==> src/rtl/ede_pkg.sv <==
// shared types and codes for the edit distance engine
`default_nettype none

package ede_pkg;

  localparam logic [1:0] OP_APPEND = 2'd0;
  localparam logic [1:0] OP_ROW    = 2'd1;
  localparam logic [1:0] OP_FINISH = 2'd2;

  typedef struct packed {
    logic [1:0] op;
    logic [7:0] character;
  } in_beat_t;

  typedef struct packed {
    logic [7:0] distance;
    logic       error;
  } out_beat_t;

  typedef struct packed {
    logic append;
    logic start;
    logic row_done;
    logic err_set;
    logic finish;
    logic rd_en;
    logic calc_en;
  } ede_cmd_t;

endpackage

`default_nettype wire

==> src/rtl/ede_dpath.sv <==
// datapath: string and row memories, lengths, cell update and result register
`default_nettype none

module ede_dpath import ede_pkg::*; #(
  parameter int unsigned MAX_LEN = 64
) (
  input  wire logic                              clk_i,
  input  wire logic                              rst_ni,
  input  wire ede_cmd_t                          cmd_i,
  input  wire logic [7:0]                        character_i,
  input  wire logic [(MAX_LEN > 1 ? $clog2(MAX_LEN) : 1)-1:0] rd_idx_i,
  input  wire logic [(MAX_LEN > 1 ? $clog2(MAX_LEN) : 1)-1:0] calc_idx_i,
  output logic [$clog2(MAX_LEN + 1)-1:0]         second_len_o,
  output logic [$clog2(MAX_LEN + 1)-1:0]         first_len_o,
  output logic                                   out_valid_o,
  input  wire logic                              out_stall_i,
  output out_beat_t                              out_data_o
);

  localparam int unsigned AW = (MAX_LEN > 1) ? $clog2(MAX_LEN) : 1;
  localparam int unsigned LW = $clog2(MAX_LEN + 1);

  logic [7:0]    ss_mem [MAX_LEN];
  logic [LW-1:0] cr_mem [MAX_LEN];

  logic [7:0]    ss_rd_q;
  logic [LW-1:0] cr_rd_q;
  logic [7:0]    ch_q;
  logic          init_q;
  logic [LW-1:0] diag_q;
  logic [LW-1:0] left_q;

  logic [LW-1:0] second_len_q, second_len_d;
  logic [LW-1:0] first_len_q, first_len_d;
  logic          err_q, err_d;
  logic          out_valid_q, out_valid_d;
  out_beat_t     out_q;

  logic [LW-1:0] up;
  logic [LW-1:0] min_a;
  logic [LW-1:0] min_b;
  logic [LW-1:0] cost_new;
  logic [LW-1:0] dist_sel;
  logic [LW+7:0] dist_ext;

  // one cell of the row: left neighbor, cell above, diagonal
  always_comb begin
    up       = init_q ? (LW'(calc_idx_i) + LW'(1)) : cr_rd_q;
    min_a    = (left_q < up) ? left_q : up;
    min_b    = (min_a < diag_q) ? min_a : diag_q;
    cost_new = (ss_rd_q == ch_q) ? diag_q : (min_b + LW'(1));
  end

  always_comb begin
    dist_sel = (first_len_q == '0) ? second_len_q : left_q;
    dist_ext = (LW + 8)'(dist_sel);
  end

  always_ff @(posedge clk_i) begin
    if (cmd_i.append) begin
      ss_mem[second_len_q[AW-1:0]] <= character_i;
    end
    if (cmd_i.calc_en) begin
      cr_mem[calc_idx_i] <= cost_new;
    end
    if (cmd_i.rd_en) begin
      ss_rd_q <= ss_mem[rd_idx_i];
      cr_rd_q <= cr_mem[rd_idx_i];
    end
  end

  always_ff @(posedge clk_i) begin
    if (cmd_i.start) begin
      ch_q   <= character_i;
      init_q <= (first_len_q == '0);
      diag_q <= first_len_q;
      left_q <= first_len_q + LW'(1);
    end else if (cmd_i.calc_en) begin
      diag_q <= up;
      left_q <= cost_new;
    end
    if (cmd_i.finish) begin
      out_q.distance <= dist_ext[7:0];
      out_q.error    <= err_q;
    end
  end

  always_comb begin
    second_len_d = second_len_q;
    first_len_d  = first_len_q;
    err_d        = err_q;
    out_valid_d  = out_valid_q;
    if (out_valid_q && !out_stall_i) begin
      out_valid_d = 1'b0;
    end
    if (cmd_i.append) begin
      second_len_d = second_len_q + LW'(1);
    end
    if (cmd_i.row_done) begin
      first_len_d = first_len_q + LW'(1);
    end
    if (cmd_i.err_set) begin
      err_d = 1'b1;
    end
    if (cmd_i.finish) begin
      second_len_d = '0;
      first_len_d  = '0;
      err_d        = 1'b0;
      out_valid_d  = 1'b1;
    end
  end

  always_ff @(posedge clk_i or negedge rst_ni) begin
    if (!rst_ni) begin
      second_len_q <= '0;
      first_len_q  <= '0;
      err_q        <= 1'b0;
      out_valid_q  <= 1'b0;
    end else begin
      second_len_q <= second_len_d;
      first_len_q  <= first_len_d;
      err_q        <= err_d;
      out_valid_q  <= out_valid_d;
    end
  end

  assign second_len_o = second_len_q;
  assign first_len_o  = first_len_q;
  assign out_valid_o  = out_valid_q;
  assign out_data_o   = out_q;

endmodule

`default_nettype wire

==> src/rtl/ede_ctrl.sv <==
// controller: op decode, input stall and the row walk sequencer
`default_nettype none

module ede_ctrl import ede_pkg::*; #(
  parameter int unsigned MAX_LEN = 64
) (
  input  wire logic                              clk_i,
  input  wire logic                              rst_ni,
  input  wire logic                              in_valid_i,
  output logic                                   in_stall_o,
  input  wire in_beat_t                          in_data_i,
  input  wire logic [$clog2(MAX_LEN + 1)-1:0]    second_len_i,
  input  wire logic [$clog2(MAX_LEN + 1)-1:0]    first_len_i,
  input  wire logic                              out_valid_i,
  output ede_cmd_t                               cmd_o,
  output logic [(MAX_LEN > 1 ? $clog2(MAX_LEN) : 1)-1:0] rd_idx_o,
  output logic [(MAX_LEN > 1 ? $clog2(MAX_LEN) : 1)-1:0] calc_idx_o
);

  localparam int unsigned AW = (MAX_LEN > 1) ? $clog2(MAX_LEN) : 1;
  localparam int unsigned LW = $clog2(MAX_LEN + 1);

  localparam logic ST_IDLE = 1'b0;
  localparam logic ST_WALK = 1'b1;

  logic          state_q, state_d;
  logic          rd_act_q, rd_act_d;
  logic          calc_act_q;
  logic [AW-1:0] rd_idx_q, rd_idx_d;
  logic [AW-1:0] calc_idx_q;
  logic [LW-1:0] last_len;
  logic [AW-1:0] last_idx;
  logic          accept;

  always_comb begin
    last_len = second_len_i - LW'(1);
    last_idx = last_len[AW-1:0];
  end

  assign in_stall_o = (state_q == ST_WALK) || (out_valid_i && in_data_i.op == OP_FINISH);
  assign accept     = in_valid_i && !in_stall_o;

  always_comb begin
    cmd_o         = '0;
    cmd_o.rd_en   = rd_act_q;
    cmd_o.calc_en = calc_act_q;
    state_d       = state_q;
    rd_act_d      = rd_act_q;
    rd_idx_d      = rd_idx_q;

    if (rd_act_q) begin
      if (rd_idx_q == last_idx) begin
        rd_act_d = 1'b0;
      end else begin
        rd_idx_d = rd_idx_q + AW'(1);
      end
    end

    if (calc_act_q && calc_idx_q == last_idx) begin
      cmd_o.row_done = 1'b1;
      state_d        = ST_IDLE;
    end

    if (accept) begin
      case (in_data_i.op)
        OP_APPEND: begin
          if (first_len_i != '0 || second_len_i >= LW'(MAX_LEN)) begin
            cmd_o.err_set = 1'b1;
          end else begin
            cmd_o.append = 1'b1;
          end
        end
        OP_ROW: begin
          if (first_len_i >= LW'(MAX_LEN)) begin
            cmd_o.err_set = 1'b1;
          end else begin
            cmd_o.start = 1'b1;
            if (second_len_i == '0) begin
              cmd_o.row_done = 1'b1;
            end else begin
              state_d  = ST_WALK;
              rd_act_d = 1'b1;
              rd_idx_d = '0;
            end
          end
        end
        OP_FINISH: begin
          cmd_o.finish = 1'b1;
        end
        default: begin
        end
      endcase
    end
  end

  always_ff @(posedge clk_i or negedge rst_ni) begin
    if (!rst_ni) begin
      state_q    <= ST_IDLE;
      rd_act_q   <= 1'b0;
      calc_act_q <= 1'b0;
      rd_idx_q   <= '0;
      calc_idx_q <= '0;
    end else begin
      state_q    <= state_d;
      rd_act_q   <= rd_act_d;
      calc_act_q <= rd_act_q;
      rd_idx_q   <= rd_idx_d;
      calc_idx_q <= rd_idx_q;
    end
  end

  assign rd_idx_o   = rd_idx_q;
  assign calc_idx_o = calc_idx_q;

  a_walk_needs_string: assert property (@(posedge clk_i) disable iff (!rst_ni)
    state_q == ST_WALK |-> second_len_i != '0)
    else $error("row walk with empty second string");

  a_reads_only_in_walk: assert property (@(posedge clk_i) disable iff (!rst_ni)
    (rd_act_q || calc_act_q) |-> state_q == ST_WALK)
    else $error("memory access outside row walk");

  a_calc_follows_read: assert property (@(posedge clk_i) disable iff (!rst_ni)
    rd_act_q |=> calc_act_q && calc_idx_q == $past(rd_idx_q))
    else $error("cell update lost its read");

  a_one_action: assert property (@(posedge clk_i) disable iff (!rst_ni)
    $onehot0({cmd_o.append, cmd_o.start, cmd_o.err_set, cmd_o.finish}))
    else $error("more than one action for one beat");

endmodule

`default_nettype wire

==> src/rtl/edit_distance_engine_unit.sv <==
// top level of the levenshtein edit distance engine
//
// in channel: beats of {op, character} on in_valid_i / in_stall_o / in_data_i.
//   op append adds a byte to the second string,
//   op row runs one first-string byte over the stored cost row,
//   op finish loads the result register and clears the strings.
// out channel: one beat {distance, error} per finish on out_valid_o /
//   out_stall_i / out_data_o, shown the cycle after the finish beat.
// a row beat does one row memory read and one write per cell, with
//   the read data registered before the cell update; with an empty second
//   string it has no cells to walk.
// the distance is the low 8 bits of the count, error flags any byte
//   dropped for length or order since the last finish.
// while the receiver stalls, the result register holds and appends and
//   row beats keep flowing; a further finish beat waits.
// reset clears lengths, error flag and the output valid; the string and row
//   memories need no clearing, the first row beat seeds its row on the fly.
`default_nettype none

module edit_distance_engine_unit import ede_pkg::*; #(
  parameter int unsigned MAX_LEN = 64
) (
  input  wire logic      clk_i,
  input  wire logic      rst_ni,
  input  wire logic      in_valid_i,
  output logic           in_stall_o,
  input  wire in_beat_t  in_data_i,
  output logic           out_valid_o,
  input  wire logic      out_stall_i,
  output out_beat_t      out_data_o
);

  localparam int unsigned AW = (MAX_LEN > 1) ? $clog2(MAX_LEN) : 1;
  localparam int unsigned LW = $clog2(MAX_LEN + 1);

  ede_cmd_t      cmd;
  logic [AW-1:0] rd_idx;
  logic [AW-1:0] calc_idx;
  logic [LW-1:0] second_len;
  logic [LW-1:0] first_len;
  logic          out_valid;

  ede_ctrl #(
    .MAX_LEN (MAX_LEN)
  ) u_ctrl (
    .clk_i        (clk_i),
    .rst_ni       (rst_ni),
    .in_valid_i   (in_valid_i),
    .in_stall_o   (in_stall_o),
    .in_data_i    (in_data_i),
    .second_len_i (second_len),
    .first_len_i  (first_len),
    .out_valid_i  (out_valid),
    .cmd_o        (cmd),
    .rd_idx_o     (rd_idx),
    .calc_idx_o   (calc_idx)
  );

  ede_dpath #(
    .MAX_LEN (MAX_LEN)
  ) u_dpath (
    .clk_i        (clk_i),
    .rst_ni       (rst_ni),
    .cmd_i        (cmd),
    .character_i  (in_data_i.character),
    .rd_idx_i     (rd_idx),
    .calc_idx_i   (calc_idx),
    .second_len_o (second_len),
    .first_len_o  (first_len),
    .out_valid_o  (out_valid),
    .out_stall_i  (out_stall_i),
    .out_data_o   (out_data_o)
  );

  assign out_valid_o = out_valid;

endmodule

`default_nettype wire

==> config.mk <==
export PLATFORM = sky130hd
export DESIGN_NAME = edit_distance_engine_unit
export DESIGN_NICKNAME = d
export VERILOG_FILES = /design/src/rtl/ede_pkg.sv /design/src/rtl/ede_dpath.sv /design/src/rtl/ede_ctrl.sv /design/src/rtl/edit_distance_engine_unit.sv
export SDC_FILE = /design/constraint.sdc
export NUM_CORES = 1
export LEC_CHECK = 0
export BUFFER_PORTS_ARGS = -buffer_cell sky130_fd_sc_hd__buf_2
export CAP_MARGIN = 20
export CORE_MARGIN = 2
export CORE_UTILIZATION = 54
export DETAILED_ROUTE_END_ITERATION = 12
export MAX_ROUTING_LAYER = met4
export PLACE_DENSITY = 0.77
export SLEW_MARGIN = 20
export SYNTH_ARGS = -nofsm -noshare
export SYNTH_HDL_FRONTEND = slang
export SYNTH_HIERARCHICAL = 1
export SYNTH_SLANG_ARGS = --single-unit
==> constraint.sdc <==
create_clock -name clk_i -period 21.6 [get_ports clk_i]
set_input_delay 2.16 -clock clk_i [delete_from_list [all_inputs] [get_ports clk_i]]
set_output_delay 2.16 -clock clk_i [all_outputs]
set_load 0.01 [all_outputs]
# --- Yosys cells after proc, flatten, opt, wreduce, memory -nomap -nowiden ---
# Memory sizes are Yosys's and may differ from the RTL's. A register that Yosys moved wholly into a read port is not among the register bits.
# Cells that the tools add are included.
totals:
  reg_bits: 62
  latch_bits: 0
  mem_bits_rw: 960
  mem_bits_ro: 0
  in_bits: 14
  elab_cells: 98
  n_memories: 2
op_classes:
  add_sub_neg: 6
  n_mul: 0
  div_mod_pow: 0
  magnitude_cmp: 4
  n_eq_ne: 5
  shifts: 0
  n_mux: 49
  n_bitwise: 0
  n_reduce_logical: 17
memory_table:
  columns: ["memory", "words", "word_bits", "read_ports", "rd_ports_with_merged_regs", "write_ports", "line", "source"]
  rows:
  - ["u_dpath.ss_mem", 64, 8, 1, 1, 1, "ede_dpath.sv:23", "logic [7:0] ss_mem [MAX_LEN];"]
  - ["u_dpath.cr_mem", 64, 7, 1, 1, 1, "ede_dpath.sv:24", "logic [LW-1:0] cr_mem [MAX_LEN];"]
op_table:
  columns: ["cell", "n"]
  rows:
  - ["7-bit 2-to-1 mux", 13]
  - ["6-bit 2-to-1 mux", 6]
  - ["1-bit 2-to-1 mux", 26]
  - ["7-bit by 1-bit adder with 7-bit output (second input constant)", 3]
  - ["7-bit >= comparator (second input constant)", 2]
  - ["7-bit zero test", 2]
  - ["7-bit < comparator", 2]
  - ["6-bit equality test", 2]
  - ["2-bit nonzero test", 5]
  - ["8-bit equality test", 1]
  - ["6-bit by 1-bit adder with 7-bit output (second input constant)", 1]
  - ["7-bit nonzero test", 1]
  - ["6-bit by 1-bit adder with 6-bit output (second input constant)", 1]
  - ["6-bit by 1-bit subtractor with 6-bit output (second input constant)", 1]
  - ["5-bit 2-to-1 mux", 1]
  - ["1-bit logical AND", 4]
  - ["2-bit 2-to-1 mux", 2]
  - ["2-bit by 1-bit equality test with 1-bit output (second input constant)", 1]
  - ["2-bit equality test (second input constant)", 1]
  - ["1-bit zero test", 2]
  - ["2-bit zero test", 1]
  - ["1-bit logical OR", 2]
  - ["1-bit case mux with 2 select lines", 1]

# --- Depth between registers and ports, before layout ---
# Gate-level depths: netlist (run 1).
logic_depth:
  ltp_word: 10
  depth_mapped: 29
  mapped_depth_nobuf: 26

# --- By module ---
# Netlist (run 1), hierarchy kept.
modules_own_cells:
  columns: ["mod", "n_inst", "cells_per_inst", "area_per_inst_um2"]
  rows:
  - ["ede_dpath", 1, 1906, 40769.1]
  - ["ede_ctrl", 1, 111, 1102.3]

# --- Worst setup path before layout (run 1) ---
# Ideal clock, no wire load.
synth_path:
  kind: "register to register"
  startpoint: "register u_ctrl.calc_idx_q[0] (netlist: u_ctrl/calc_idx_o[0])"
  endpoint: "memory u_dpath/cr_mem[0][2] (netlist bit), data pin"
  setup_ns: 0.681
  arrival_time_ns: 7.302
  path_slack_ns: 13.617
  path_stages_with_launch: 27
  path_buffers: 2
  cell_sequence: "dfrtp_1 ha_1 xnor2_1 a21oi_1 inv_1 ha_1 o21a_1 a221oi_1 o21a_1 o31a_1 buf_2 mux2i_1 inv_1 ha_1 a21o_1 a21o_1 a211oi_1 o21ba_2 o41ai_1 o31a_1 buf_6 mux2i_1 inv_1 ha_1 o221ai_1 a21oi_1 nor3_1"
synth_between:
  elab_chain_len: 8
synth_rtl:
  columns: ["item", "line", "source"]
  rows:
  - ["start: declaration", "ede_ctrl.sv:30", "logic [AW-1:0] calc_idx_q;"]
  - ["start signal: assignment", "ede_ctrl.sv:108", "calc_idx_q <= rd_idx_q;"]
  - ["6-bit by 1-bit adder with 7-bit output (*)", "ede_dpath.sv:48", "up = init_q ? (LW'(calc_idx_i) + LW'(1)) : cr_rd_q;"]
  - ["7-bit 2-to-1 mux (*)", "ede_dpath.sv:48", null]
  - ["7-bit < comparator", "ede_dpath.sv:49", "min_a = (left_q < up) ? left_q : up;"]
  - ["7-bit 2-to-1 mux (*)", "ede_dpath.sv:49", null]
  - ["7-bit < comparator", "ede_dpath.sv:50", "min_b = (min_a < diag_q) ? min_a : diag_q;"]
  - ["7-bit 2-to-1 mux (*)", "ede_dpath.sv:50", null]
  - ["7-bit by 1-bit adder with 7-bit output (*)", "ede_dpath.sv:51", "cost_new = (ss_rd_q == ch_q) ? diag_q : (min_b + LW'(1));"]
  - ["7-bit 2-to-1 mux (*)", "ede_dpath.sv:51", null]
  - ["named net u_dpath.cost_new[2]", "ede_dpath.sv:42", "logic [LW-1:0] cost_new;"]
  - ["end: declaration", "ede_dpath.sv:24", null]
# The timed path passes the listed nets; every way through them passes the cells marked *.

# --- Worst setup path after layout (run 1) ---
layout_path:
  startpoint: "register u_ctrl.calc_idx_q[0] (netlist: u_ctrl/calc_idx_o[0])"
  endpoint: "memory u_dpath/cr_mem[39][6] (netlist bit), data pin"
# Same word-level chain as after synthesis.

==> qor.txt, run 1 <==
Clock Pin Slew Worst Setup and Hold Paths = 0.06 ns
Setup crit end kind = flip-flop
# diodes = 0
Total GRT Usage = 23.73%
Io pins = 25
Clock Sinks = 1037
Clk_lat worst skew = 0.67 ns
Die extent in x = 282.5 um
Arrival time at the worst endpoint = 7.31 ns
YS warnings = 6
CTS Root Buffer Type = clkbuf_16
Critical path's top delay family = compound AO/OA/AOI/OAI gates
Power per cell area = 174.1 nW/um^2
Setup slack, reg-to-reg = 14.46 ns
First-pass GRT wire length = 134300 um
Wire per inst = 28.42 um
Pleak = 14.58 nW
Hold buffers post-CTS = 0
Most frequent cells in the layout = 1006 x edfxtp_1, 315 x mux4_2, 165 x nor2_1
Worst-path cell chain = ha_1 -> xnor2_1 -> a21oi_1 -> inv_1 -> ha_1 -> o21a_1 -> a221oi_1 -> o21a_1 -> o31a_1 -> mux2i_1 -> inv_1 -> ha_1 -> a21o_1 -> a21o_1 -> a211oi_1 -> o21ba_2 -> o41ai_1 -> o31a_1 -> mux2i_1 -> inv_1 -> ha_1 -> o221ai_1 -> o21ai_0 -> nand3_4
Clk buf depth = 3
RSZ-0062 raised after global routing = false
Post_cts resized = 0
# port buffers = 23
Final critical-path required period = 7.145 ns
Ratio of cells with drive above 1 in the final layout = 25.94%
CP dominant cell by count = ha_1
Post-synthesis sequential area ratio = 74.00%
Antenna violations before repair = 0
Vias per inst = 6.466
Crit-path slowest cell = nand3_4
Routed Antenna Nets = 0
Via count = 20.48k
Placed Area = 43010 sq um
Synth cell types = 80
Critical Path RT = 21.77 ns
Crit share post-route = 33.08%
Number of synthesized flops with an enable pin = 1006
Top FF cell, synth = edfxtp_1
Filler Cell Count = 5202
Core Box Area = 77080 sq um
Initial Util = 54.32%
Critical path's largest stage delay = 0.59 ns
Cell Rows = 102
Detailed Route Iter0 Violations = 2656
Grt ovf = 0
P&R area growth vs syn = 10.45%
Setup CP Type = flip-flop to flip-flop
Initial DRT Pass Iterations = 5
Detail Placement HPWL = 52720 um
Final TNS setup = 0 ns
Crit path buf inv count = 3
H-Tree Depth = 3
Detailed Route WL = 90020 um
Relative slew slack = 20.55%
Most common cell after layout, fill and taps aside = edfxtp_1
Fmax = 140.0 MHz
Final Max Slew Viols = 0
Hold Vio Cnt, Final = 0
Peak VDD IR = 0.2995 mV
Largest net degree at the start of global routing = 173
CTS buffer count = 97
Crit Path Max Fanout = 64
Cell area after synthesis = 41870 sq um
Die ar. = 79780 sq um
Post-CTS setup buffers = 0
Worst Skew = 0.03872 ns
Ys async rst share = 2.989%
DRC Markers = 0
Layout net count = 2077
Startpoint types = flip-flop
Syn Inst Count = 2017
Slew @ Worst Pin = 1.192 ns
CTS tree = yes
Power Total = 0.008051 W
Synthesized net count = 2048
Finished Cell Area = 46250 sq um
Syn Area/Cell = 20.76 sq um
Hold WC Path Type = flip-flop to flip-flop
Setup violations, final = 0
Max-cap violations = 0
Die Y = 282.5 um
Vias in the first global route = 20.45k
RD Place Congestion = 0.8886
Outcome = completed
Synth Register Bits = 1037
==> area by class of cell <==
type / instances / area (sq um) / area share (%)
clock buffers: 119 / 2562 / 5.541
repair buffers: 39 / 292.8 / 0.6331
multi-input cells: 839 / 10370 / 22.42
inverters: 32 / 120.1 / 0.2597
flip-flops and latches: 1037 / 31000 / 67.03
clock inverters: 62 / 605.6 / 1.309
well taps: 1040 / 1301 / 2.814
==> worst paths after layout <==
check | start | to | cells after the start
worst max-delay path | u_ctrl/calc_idx_o[0]$_DFF_PN0_ | u_dpath/cr_mem[39][6]$_DFFE_PP_ | 24
worst min-delay path | u_dpath/err_q$_DFFE_PN0P_ | u_dpath/out_data_o[0]$_DFFE_PP_ | 0
worst max register to register | u_ctrl/calc_idx_o[0]$_DFF_PN0_ | u_dpath/cr_mem[39][6]$_DFFE_PP_ | 24
worst min register to register | u_dpath/err_q$_DFFE_PN0P_ | u_dpath/out_data_o[0]$_DFFE_PP_ | 0
max in group asynchronous | rst_ni | u_ctrl/rd_idx_o[1]$_DFF_PN0_ | 1
min in group asynchronous | rst_ni | u_dpath/out_valid_o$_DFFE_PN0P_ | 1
==> synth_stat cells, types with 3 or more instances <==
library cell	number	area (sq um)
a21o_1	6	45.04
a21oi_1	18	90.09
a31oi_1	4	25.02
and3_1	8	50.05
buf_1	23	86.33
buf_2	6	30.03
buf_4	4	30.03
buf_6	3	33.78
clkbuf_1	72	270.3
dfrtp_1	31	775.7
edfxtp_1	1006	30210
ha_1	17	212.7
inv_1	31	116.4
mux2_2	13	146.4
mux2i_1	12	120.1
mux4_2	315	7094
nand2_1	58	217.7
nand3_1	28	140.1
nand3b_1	8	60.06
nand4_1	14	87.58
nand4b_1	4	35.03
nor2_1	167	626.9
nor2b_1	7	43.79
nor3_1	11	55.05
nor3b_1	4	30.03
nor4_1	5	31.28
o2111ai_1	3	26.28
o211ai_1	5	37.54
o21a_1	3	22.52
o21ai_0	17	85.08
o22ai_1	3	18.77
o31a_1	3	26.28
or2_2	5	31.28
or3_1	6	37.54
or3b_2	5	43.79
xnor2_1	21	183.9
xor2_1	17	148.9
==> logic make-up (layout without fill, tap and decap cells) <==
family	count (synthesis)	count (layout)	synth area share, %
buffers and inverters	141	252	1.375
xor gates and xnor gates	41	41	0.9413
DFF	1037	1037	74.00
muxes	340	340	17.58
other	1	1	0.008956
and+or+nand+nor	350	350	4.013
AOI/OAI and AO/OA	89	89	1.548
adders and majority gates	18	18	0.5349
==> flip-flops by register name (all words and copies together), names as in the netlist <==
register and count:
u_dpath/left_q 7, u_ctrl/rd_idx_o 6, u_dpath/err_q 1, u_ctrl/rd_act_q 1, u_dpath/out_data_o 8, u_dpath/cr_mem 448, u_dpath/second_len_o 7, u_dpath/cr_rd_q 7
u_dpath/first_len_o 7, u_dpath/ss_mem 512, u_ctrl/state_q 1, u_dpath/init_q 1, u_dpath/ss_rd_q 8, u_ctrl/calc_idx_o 6, u_dpath/diag_q 7, u_dpath/out_valid_o 1
u_ctrl/calc_act_q 1, u_dpath/ch_q 8
==> metal layers <==
layer | up-vias | part of all wire (%) | global-route usage [%]
met5 | - | 0 | -
met4 | 0 | 1.9 | 5.589
met3 | 136 | 8.9 | 3.998
met2 | 1049 | 49 | 36.26
met1 | 10910 | 41 | 34.02
li1 | 8388 | - | -
==> through the flow <==
step / hold slack, ns / utilization (%) / worst slack, ns / std cells
finish: 0.4533 / 59.99 / 14.46 / 3168
global route: 0.4790 / 59.99 / 13.94 / 3168
CTS: 0.4565 / 59.91 / 14.15 / 3167
detailed placement: 0.4420 / 55.80 / 14.19 / 2986
global placement: 0.4350 / 55.79 / 14.37 / 2986
floorplan: 0.3732 / - / 13.62 / 2017
==> power by group <==
| group | leakage (nW) | total, W | switching, W | internal [W] |
|---|---|---|---|---|
| combinational | 3.57 | 0.00285 | 0.00186 | 0.000986 |
| clock | 1.54 | 0.00168 | 0.000744 | 0.000939 |
| sequential | 9.47 | 0.00352 | 0.000168 | 0.00335 |
No activity file was read; power rests on OpenSTA's default activity.
==> run 2: changes to the inputs <==
--- a/config.mk
+++ b/config.mk
@@ -5,6 +5,7 @@
 export SDC_FILE = /design/constraint.sdc
 export NUM_CORES = 1
 export LEC_CHECK = 0
+export ABC_AREA = 1
 export BUFFER_PORTS_ARGS = -buffer_cell sky130_fd_sc_hd__buf_2
 export CAP_MARGIN = 20
 export CORE_MARGIN = 2
==> constraint.sdc (replaced) <==
create_clock -name clk_i -period 7.15 [get_ports clk_i]
set_input_delay 0.715 -clock clk_i [delete_from_list [all_inputs] [get_ports clk_i]]
set_output_delay 0.715 -clock clk_i [all_outputs]
set_load 0.01 [all_outputs]
==> qor.txt, run 2 <==
Outcome = completed
Wire per inst = 23.12 um (-19%)
Clk_lat worst skew = 0.68 ns (about the same)
Crit Path Max Fanout = 64 (unchanged)
Relative slew slack = 24.92% (+4.4 points)
Vias in the first global route = 26.54k (+30%)
Syn Area/Cell = 12.34 sq um (-41%)
Detail Placement HPWL = 58540 um (+11%)
Total GRT Usage = 26.03% (+2.3 points)
Setup crit end kind = flip-flop
Initial DRT Pass Iterations = 6 (+1)
Detailed Route WL = 104300 um (+16%)
Max FFs per register = 512 (unchanged)
Hold Vio Cnt, Final = 0 (unchanged)
Reg2Reg Capture Point = u_dpath/cr_mem[3][4]$_DFFE_PP_
Hold WC Path Type = input pin to async pin
Setup violations, final = 0 (unchanged)
Hold buffers post-CTS = 0 (unchanged)
Internal = 0.01486 W (+180%)
CTS buffer count = 101 (+4.1%)
CTS tree = yes
# port buffers = 23 (unchanged)
Setup CP Type = flip-flop to flip-flop
Post-CTS setup buffers = 0 (unchanged)
Pre-CTS WS = 1.890 ns (-12.30 ns)
Routed Antenna Nets = 0 (unchanged)
P&R area growth vs syn = 9.928%
YS warnings = 6 (unchanged)
Detailed Route Iter0 Violations = 4091 (+54%)
Clock Sinks = 1037 (unchanged)
Max-cap violations = 0 (unchanged)
First-pass GRT wire length = 156600 um (+17%)
Synth Register Bits = 1037 (unchanged)
Clock Pin Slew Worst Setup and Hold Paths = 0.06 ns (about the same)
Power per cell area = 528.6 nW/um^2 (+200%)
Clk buf depth = 3 (unchanged)
RD Place Congestion = 0.9256 (+4.2%)
Critical path's top delay family = simple AND/OR/NAND/NOR gates
Arrival time at the worst endpoint = 5.43 ns (-1.88 ns)
Switching part of the total power = 39.78% (+5.3 points)
Setup slack, reg-to-reg = 2.10 ns (-12.36 ns)
Initial Util = 54.65% (+0.33 points)
Crit-path slowest cell = buf_4
Most common cell in the synthesized netlist = edfxtp_1
Largest net degree at the start of global routing = 174 (+0.58%)
Ys async rst share = 2.989% (unchanged)
Power Total = 0.02468 W (+210%)
Sw Pwr = 0.009817 W (+250%)
Die ar. = 80910 sq um (+1.4%)
Crit share post-route = 70.64% (+38 points)
Layout net count = 3416 (+64%)
FF-to-FF path depth = 29 (+21%)
Final Max Slew Viols = 0 (unchanged)
CP dominant cell by count = nand2_1
Setup WS post-layout = 2.099 ns (-12.36 ns)
Top FF cell, synth = edfxtp_1
Most frequent cells in the layout = 1006 x edfxtp_1, 796 x nor2_1, 633 x o21ai_0
Pleak = 15.06 nW (+3.3%)
Final critical-path required period = 5.051 ns (-2.094 ns)
Ratio of cells with drive above 1 in the final layout = 8.107% (-18 points)
Synthesized net count = 3474 (+70%)
Grt ovf = 0 (unchanged)
Combinational power share = 38.5% (+3.1 points)
Peak VDD IR = 0.6346 mV (+110%)
Fmax = 198.0 MHz (+41%)
Register share of total power = 41.0% (-2.7 points)
Vias per inst = 6.224 (-3.7%)
Io pins = 25 (unchanged)
Cell area after synthesis = 42470 sq um (+1.4%)
Post_cts resized = 0 (unchanged)
Most common cell after layout, fill and taps aside = edfxtp_1
Post-synthesis sequential area ratio = 72.95% (-1.0 points)
Cell taking the most area after synthesis = edfxtp_1
Final TNS setup = 0 ns (unchanged)
Crit path buf inv count = 3 (unchanged)
Post-synth top cells = 1006 x edfxtp_1, 796 x nor2_1, 635 x o21ai_0
Slew @ Worst Pin = 1.122 ns (-0.06970 ns)
RSZ-0062 raised after global routing = false
Number of synthesized flops with an enable pin = 1006 (unchanged)
H-Tree Depth = 3 (unchanged)
Synth cell types = 46 (-43%)
Cell Rows = 102 (unchanged)
Startpoint types = flip-flop
CTS Root Buffer Type = clkbuf_16
Worst Skew = 0.04485 ns (+0.006136 ns)
Via count = 28.07k (+37%)
Antenna violations before repair = 3 (+3)
Post-layout util = 60.07% (+0.079 points)
Yosys top cell area share = 71.12% (-1.0 points)
Synth top area cells = edfxtp_1 71%, o21ai_0 7.5%, nor2_1 7.0%
Clock power frac = 20.5% (-0.4 points)
Critical path's largest stage delay = 0.55 ns (-0.04 ns)
Stages on worst setup path = 29 (+21%)
Critical Path RT = 7.52 ns (-14.25 ns)
Worst Setup SP = u_ctrl/calc_idx_o[0]$_DFF_PN0_
Die Y = 284.5 um (+0.71%)
Die extent in x = 284.5 um (+0.71%)
Core Box Area = 77720 sq um (+0.83%)
Syn Inst Count = 3443 (+71%)
FF-to-FF Start = u_ctrl/calc_idx_o[0]$_DFF_PN0_
DRC Markers = 0 (unchanged)
## run 2: area by class of cell
class                   instances  area (sq um)
flip-flops and latches       1037         31000
clock inverters                58         511.7
diodes                          3         7.507
repair buffers                 62         505.5
fillers                      5676         31030
multi-input cells            2090         10340
clock buffers                 126          2663
well taps                    1040          1301
inverters                      93         362.8
## run 2: worst max-delay path by stage
stage	end	slack [ns]
after CTS	u_dpath/cr_mem[44][6]$_DFFE_PP_	1.84
after floorplan	u_dpath/cr_mem[0][0]$_DFFE_PP_	0.25
after global placement	u_dpath/cr_mem[43][6]$_DFFE_PP_	1.92
final	u_dpath/cr_mem[3][4]$_DFFE_PP_	2.10
after global routing	u_dpath/cr_mem[30][4]$_DFFE_PP_	1.66
after detailed placement	u_dpath/cr_mem[43][6]$_DFFE_PP_	1.89
## run 2: cell families (layout without fill, tap and decap cells)
group | Yosys count | count (layout) | share of synthesized area [%]
AOI/OAI and AO/OA | 993 | 993 | 13.10
and+or+nand+nor | 1064 | 1064 | 10.26
other | 1 | 4 | 0.008829
xor gates and xnor gates | 15 | 15 | 0.3093
buffers and inverters | 316 | 339 | 2.866
DFF | 1037 | 1037 | 72.95
adders and majority gates | 17 | 17 | 0.5008
## run 2: power by group through the flow
stage	Clock [W]	Sequential, W	Combinational [W]
after detailed placement	0	0.0103	0.00918
after global placement	0	0.0102	0.00893
after CTS	0.00510	0.0101	0.00924
after global routing	0.00533	0.0102	0.0103
after floorplan	0	0.00973	0.00572
final	0.00507	0.0101	0.00950
## run 2: through the flow
stage                     hold slack, ns  std cells  cell area (sq um)
final                             0.1059       4509              46690
after global routing              0.1550       4508              46690
after CTS                         0.1216       4505              46650
after detailed placement          0.4489       4321              43470
after global placement            0.4380       4321              43470
after floorplan                   0.3905       3443              42470
## run 2: per-layer routing
metal,track usage [%],routed length [um],vias up
met5,-,0,-
met4,10.13,3967,0
met3,4.767,10350,243
met2,41.02,50090,1598
met1,33.86,39850,13691
li1,-,-,12534
